## src/rtl/assert_macros.svh

```systemverilog
// Assertion macros for the flag overlay table RTL
`ifndef ASSERT_MACROS_SVH
`define ASSERT_MACROS_SVH

`ifndef NO_ASSERTIONS

// Check that a condition implies another in the same cycle
`define ASSERT_IMPLIES(label, clk, rst_n, ante, cons) \
    label: assert property (@(posedge clk) disable iff (!rst_n) (ante) |-> (cons)) \
        else $error("assertion failed: same-cycle implication");

// Check that a condition implies another in the next cycle
`define ASSERT_NEXT(label, clk, rst_n, ante, cons) \
    label: assert property (@(posedge clk) disable iff (!rst_n) (ante) |=> (cons)) \
        else $error("assertion failed: next-cycle implication");

`else

`define ASSERT_IMPLIES(label, clk, rst_n, ante, cons)
`define ASSERT_NEXT(label, clk, rst_n, ante, cons)

`endif

`endif

```

## src/rtl/lwwf_pkg.sv

```systemverilog
// Shared types and constants for the flag overlay table
`timescale 1ns / 1ps
package lwwf_pkg;

    localparam int LWWF_TABLE_ENTRIES = 256;
    localparam int LWWF_QUEUE_DEPTH   = 2;
    localparam int KEY_HALF_W         = 64;

    // Request codes on the input word
    localparam logic [1:0] REQ_INSERT = 2'd0;
    localparam logic [1:0] REQ_LOOKUP = 2'd1;
    localparam logic [1:0] REQ_CLEAR  = 2'd2;

    typedef enum logic [1:0] {
        OP_INSERT,
        OP_LOOKUP,
        OP_CLEAR,
        OP_NOP
    } t_op;

    // Classified word handed from the front to the back
    typedef struct packed {
        t_op                   op;
        logic [KEY_HALF_W-1:0] key_high;
        logic [KEY_HALF_W-1:0] key_low;
        logic                  flag;
    } t_cmd;

endpackage

```

## src/rtl/lwwf_front.sv

```systemverilog
// Front end: accepts input words, decodes the request and queues them
`timescale 1ns / 1ps
module lwwf_front #(
    parameter int QUEUE_DEPTH = lwwf_pkg::LWWF_QUEUE_DEPTH
) (
    input  logic                           i_clk,
    input  logic                           i_rst_n,
    input  logic                           i_valid,
    output logic                           o_ready,
    input  logic [1:0]                     i_req_type,
    input  logic [lwwf_pkg::KEY_HALF_W-1:0] i_key_high,
    input  logic [lwwf_pkg::KEY_HALF_W-1:0] i_key_low,
    input  logic                           i_flag_in,
    output logic                           o_cmd_valid,
    input  logic                           i_cmd_pop,
    output lwwf_pkg::t_cmd                 o_cmd
);
    import lwwf_pkg::*;

    localparam int PW = (QUEUE_DEPTH > 1) ? $clog2(QUEUE_DEPTH) : 1;
    localparam int CW = $clog2(QUEUE_DEPTH + 1);

    t_cmd          r_queue [QUEUE_DEPTH];
    logic [PW-1:0] r_wr_ptr;
    logic [PW-1:0] r_rd_ptr;
    logic [CW-1:0] r_fill;
    logic [PW-1:0] n_wr_ptr;
    logic [PW-1:0] n_rd_ptr;
    logic [CW-1:0] n_fill;
    t_op           w_op;
    t_cmd          w_cmd;
    logic          w_push;
    logic          w_pop;

    // Decode the request code
    always_comb begin
        unique case (i_req_type)
            REQ_INSERT: w_op = OP_INSERT;
            REQ_LOOKUP: w_op = OP_LOOKUP;
            REQ_CLEAR:  w_op = OP_CLEAR;
            default:    w_op = OP_NOP;
        endcase
    end

    assign w_cmd       = '{op: w_op, key_high: i_key_high, key_low: i_key_low, flag: i_flag_in};
    assign o_ready     = (r_fill != CW'(QUEUE_DEPTH));
    assign o_cmd_valid = (r_fill != '0);
    assign o_cmd       = r_queue[r_rd_ptr];
    assign w_push      = i_valid && o_ready;
    assign w_pop       = i_cmd_pop && o_cmd_valid;

    // Advance pointers with wrap at the queue depth
    always_comb begin
        n_wr_ptr = r_wr_ptr;
        n_rd_ptr = r_rd_ptr;
        n_fill   = r_fill;
        if (w_push) begin
            n_wr_ptr = (r_wr_ptr == PW'(QUEUE_DEPTH - 1)) ? '0 : r_wr_ptr + 1'b1;
        end
        if (w_pop) begin
            n_rd_ptr = (r_rd_ptr == PW'(QUEUE_DEPTH - 1)) ? '0 : r_rd_ptr + 1'b1;
        end
        if (w_push && !w_pop) begin
            n_fill = r_fill + 1'b1;
        end else if (w_pop && !w_push) begin
            n_fill = r_fill - 1'b1;
        end
    end

    // Hold pointers and fill level
    always_ff @(posedge i_clk) begin
        if (!i_rst_n) begin
            r_wr_ptr <= '0;
            r_rd_ptr <= '0;
            r_fill   <= '0;
        end else begin
            r_wr_ptr <= n_wr_ptr;
            r_rd_ptr <= n_rd_ptr;
            r_fill   <= n_fill;
        end
    end

    // Store the incoming word
    always_ff @(posedge i_clk) begin
        if (w_push) begin
            r_queue[r_wr_ptr] <= w_cmd;
        end
    end

endmodule

```

## config.mk

```make
export PLATFORM = sky130hd
export DESIGN_NAME = lwwf_front
export DESIGN_NICKNAME = d
export VERILOG_FILES = /design/src/rtl/assert_macros.svh /design/src/rtl/lwwf_pkg.sv /design/src/rtl/lwwf_front.sv
export SDC_FILE = /design/constraint.sdc
export NUM_CORES = 1
export LEC_CHECK = 0
export ABC_AREA = 1
export BUFFER_PORTS_ARGS = -buffer_cell sky130_fd_sc_hd__buf_2
export CAP_MARGIN = 20
export CORE_UTILIZATION = 30
export DETAILED_ROUTE_END_ITERATION = 10
export SLEW_MARGIN = 20
export SYNTH_ARGS = -nofsm -noshare
export SYNTH_HDL_FRONTEND = slang
export SYNTH_SLANG_ARGS = --single-unit
```

## constraint.sdc

```tcl
create_clock -name i_clk -period 6.4 [get_ports i_clk]
set_input_delay 0 -clock i_clk [delete_from_list [all_inputs] [get_ports i_clk]]
set_output_delay 0 -clock i_clk [all_outputs]
set_load 0.05 [all_outputs]
```

==> run summary <==
routability cong.: 0.685
slew margin rel.: 30.0%
biggest area consumer among synthesized cells: edfxtp_1
clk sink count: 267
global routing usage on met2: 20.0%
clock tree buffer depth: 3
Crit Path Category: register to primary output
endpoints failing setup: 0
CP delay by family, top: buffers and inverters
PwrDens: 414 mW/mm^2
min-delay src: i_key_high[59]
# port buffers: 267
clk slew on worst S/H paths: 0.06 ns
worst path cell trace: buf_4 -> mux2_2 -> buf_2
Final Hold Viols: 0
clock latency on the worst-skew pair: 0.54 ns
vias per cell: 4.15
Worst EP required: 6.40 ns
leakage: 5.46 nW
largest family of logic cells by synthesized area: multiplexers
Mapped Area: 0.0101 mm^2
run status: complete, no violations
GRT overflow: 0
TNS Setup: 0 ns
htree depth: 1
Synthesized Nets: 583
Hold Path Depth: 2
met3 usage: 3.22%
mux share of post-synthesis cell area: 18.0%
synthesized instance count: 447
Ports: 268
Final period util: 48.9%
routing usage on met1: 14.3%
Tot GR Track Use: 11.8%
Syn Area/Cell: 22.5 um^2
# rows: 66
Die ar.: 0.0343 mm^2
Core Region: 0.0328 mm^2
postcts setup bufs: 0
crit path max fanout: 57
Max VDD drop: 0.000242 V
DRT Wirelength: 21100 um
Post-Synth XOR/XNOR Area: 0%
largest net degree at the start of global routing: 64
worst hold path type: input port to register
Worst setup EP type: primary output
synthesis-stage register bit count: 267
Chip Width: 185 um
DR iter-0 viols: 267
FF-to-FF Start: r_fill[0]$_SDFFE_PN0P_
reg2reg path depth: 5
CTS tree: built
post-synthesis compound-gate area fraction: 0.224%
vias in the first global route: 5714
post-synthesis adder-cell area fraction: 0.124%
Most Used Layer, Global Route: met2
Area growth syn-to-layout: 40.2%
first-pass GRT wire length: 31100 um
hold slack: 0.175 ns
clock skew: 0.0205 ns
Synth area leaders: edfxtp_1 78%, mux2_4 13%, mux2_2 4.6%
nets@finish: 1005
R2R Setup Slk: 4.02 ns
Setup crit start kind: register
Slew Viols, Final: 0
post-synth cell types: 17
fmax: 319 MHz
Worst path depth: 3
unrepaired setup endpoints after global routing: false
CP peak stage delay: 1.03 ns
DRC Markers: 0
DPL Wire Length: 12700 um
initial antenna violation count: 1
root buf cell: clkbuf_16
Initial Util: 30.7%
FF-to-FF End: r_queue[1][105]$_DFFE_PP_
min Tclk post-route: 3.13 ns
CP arrival: 3.13 ns
Critical path destination: o_cmd[9]
sequential fraction of the synthesis area: 79.1%
die height: 185 um
DRT Pass-1 Iters: 4
Synth Area in Simple Gates: 0.745%
Worst Max-Slew Pin Slew: 1.05 ns
Num CTS Buffers: 29
Post-CTS Resized: 0
post-DR wirelength/cell: 15.8 um
fraction of layout cells with a size suffix above 1: 50.2%
Ys Warns: 0
cell area after placement: 0.0119 mm^2
top-area cell type share of the netlist area: 78.1%
fin area: 0.0141 mm^2
ANT nets after route: 0
Crit-path slowest cell: dfxtp_4
via count: 5523
Buf/Inv on CP: 2
Max-Cap Viols: 0
==> cell usage in the layout (no fill, tap or decap) <==
| master | Yosys | layout |
|---|---|---|
| clkinv_4 | 0 | 1 |
| mux2_4 | 90 | 90 |
| a21oi_1 | 1 | 1 |
| nand4_1 | 1 | 1 |
| o21a_1 | 1 | 1 |
| buf_2 | 4 | 267 |
| inv_6 | 0 | 1 |
| inv_1 | 8 | 8 |
| ha_1 | 1 | 1 |
| clkbuf_16 | 0 | 29 |
| clkbuf_1 | 2 | 5 |
| nand2_1 | 9 | 9 |
| dlygate4sd3_1 | 0 | 134 |
| clkinv_1 | 0 | 7 |
| nor2_4 | 0 | 2 |
| bufinv_16 | 0 | 3 |
| clkinv_2 | 0 | 3 |
| edfxtp_1 | 262 | 262 |
| mux2_2 | 41 | 41 |
| dfxtp_1 | 5 | 4 |
| clkinvlp_4 | 0 | 1 |
| nor2_1 | 8 | 6 |
| nand3_1 | 1 | 1 |
| dfxtp_4 | 0 | 1 |
| o21ai_0 | 2 | 2 |
| diode_2 | 0 | 1 |
| buf_4 | 0 | 7 |
==> state kept, by name, summed over array words and instances (netlist names), named ones only <==
register / flops
r_queue: 262
r_fill: 2
r_wr_ptr: 1
r_rd_ptr: 1
==> cells in the mapped netlist, drive strengths merged <==
cell type  count
a21oi          1
buf           15
clkbuf         2
dfxtp          5
edfxtp       262
ha             1
inv            8
mux2         131
nand2          9
nand3          1
nand4          1
nor2           8
o21a           1
o21ai          2
==> kinds of logic (layout without fill, tap and decap cells) <==
| group | Yosys count | after routing |
|---|---|---|
| and+or+nand+nor | 19 | 19 |
| muxes | 131 | 131 |
| adders and majority gates | 1 | 1 |
| AOI/OAI and AO/OA | 4 | 4 |
| DFF | 267 | 267 |
| other | 0 | 1 |
| buffers and inverters | 25 | 466 |
==> layout make-up <==
cell class                 count  area [um^2]
clock inverter                16          156
timing repair buffer         408         2730
sequential                   267         7970
multi-input combinational    155         1940
antenna                        1         2.50
clock buffer                  34          744
fill                        2929        18700
inverter                       8         30.0
tap                          442          553
==> layer usage <==
| metal | vias up | wire length [um] | part of all wire, % |
|---|---|---|---|
| met5 | - | 0 | 0 |
| met4 | 0 | 699 | 3.3 |
| met3 | 41 | 1530 | 7.2 |
| met2 | 192 | 10300 | 49 |
| met1 | 2691 | 8540 | 41 |
| li1 | 2599 | - | - |
==> worst min path at each step <==
| stage | endpoint | slack, ns |
|---|---|---|
| 2_1_floorplan | r_queue[0][0]$_DFFE_PP_ | 0.1 |
| 3_5_place_dp | r_queue[1][1]$_DFFE_PP_ | 0.19 |
| 3_3_place_gp | r_queue[0][1]$_DFFE_PP_ | 0.19 |
| 6_report | r_queue[0][124]$_DFFE_PP_ | 0.17 |
| 4_1_cts | r_queue[1][128]$_DFFE_PP_ | 0.14 |
| 5_1_grt | r_queue[1][120]$_DFFE_PP_ | 0.16 |
==> timing repair <==
action,4_1_cts,5_1_grt
hold buffers,134,0
hold endpoints to repair,267,0
endpoints found under the setup margin,0,0
==> where the power goes <==
part           switching, W  internal, W
clock network      0.000649     0.000943
registers          0.000111      0.00221
logic               0.00131     0.000612
==> stage by stage <==
stage	util, %	instances	total power (W)	setup slack, ns
after floorplan	-	447	0.00390	-0.638
after global placement	36.2	1146	0.00423	3.75
after detailed placement	36.2	1146	0.00424	3.72
after CTS	43.1	1330	0.00593	3.12
after global routing	43.1	1330	0.00608	3.02
final	43.1	1331	0.00584	3.27
Note: power is estimated with default switching activity, not from simulation.
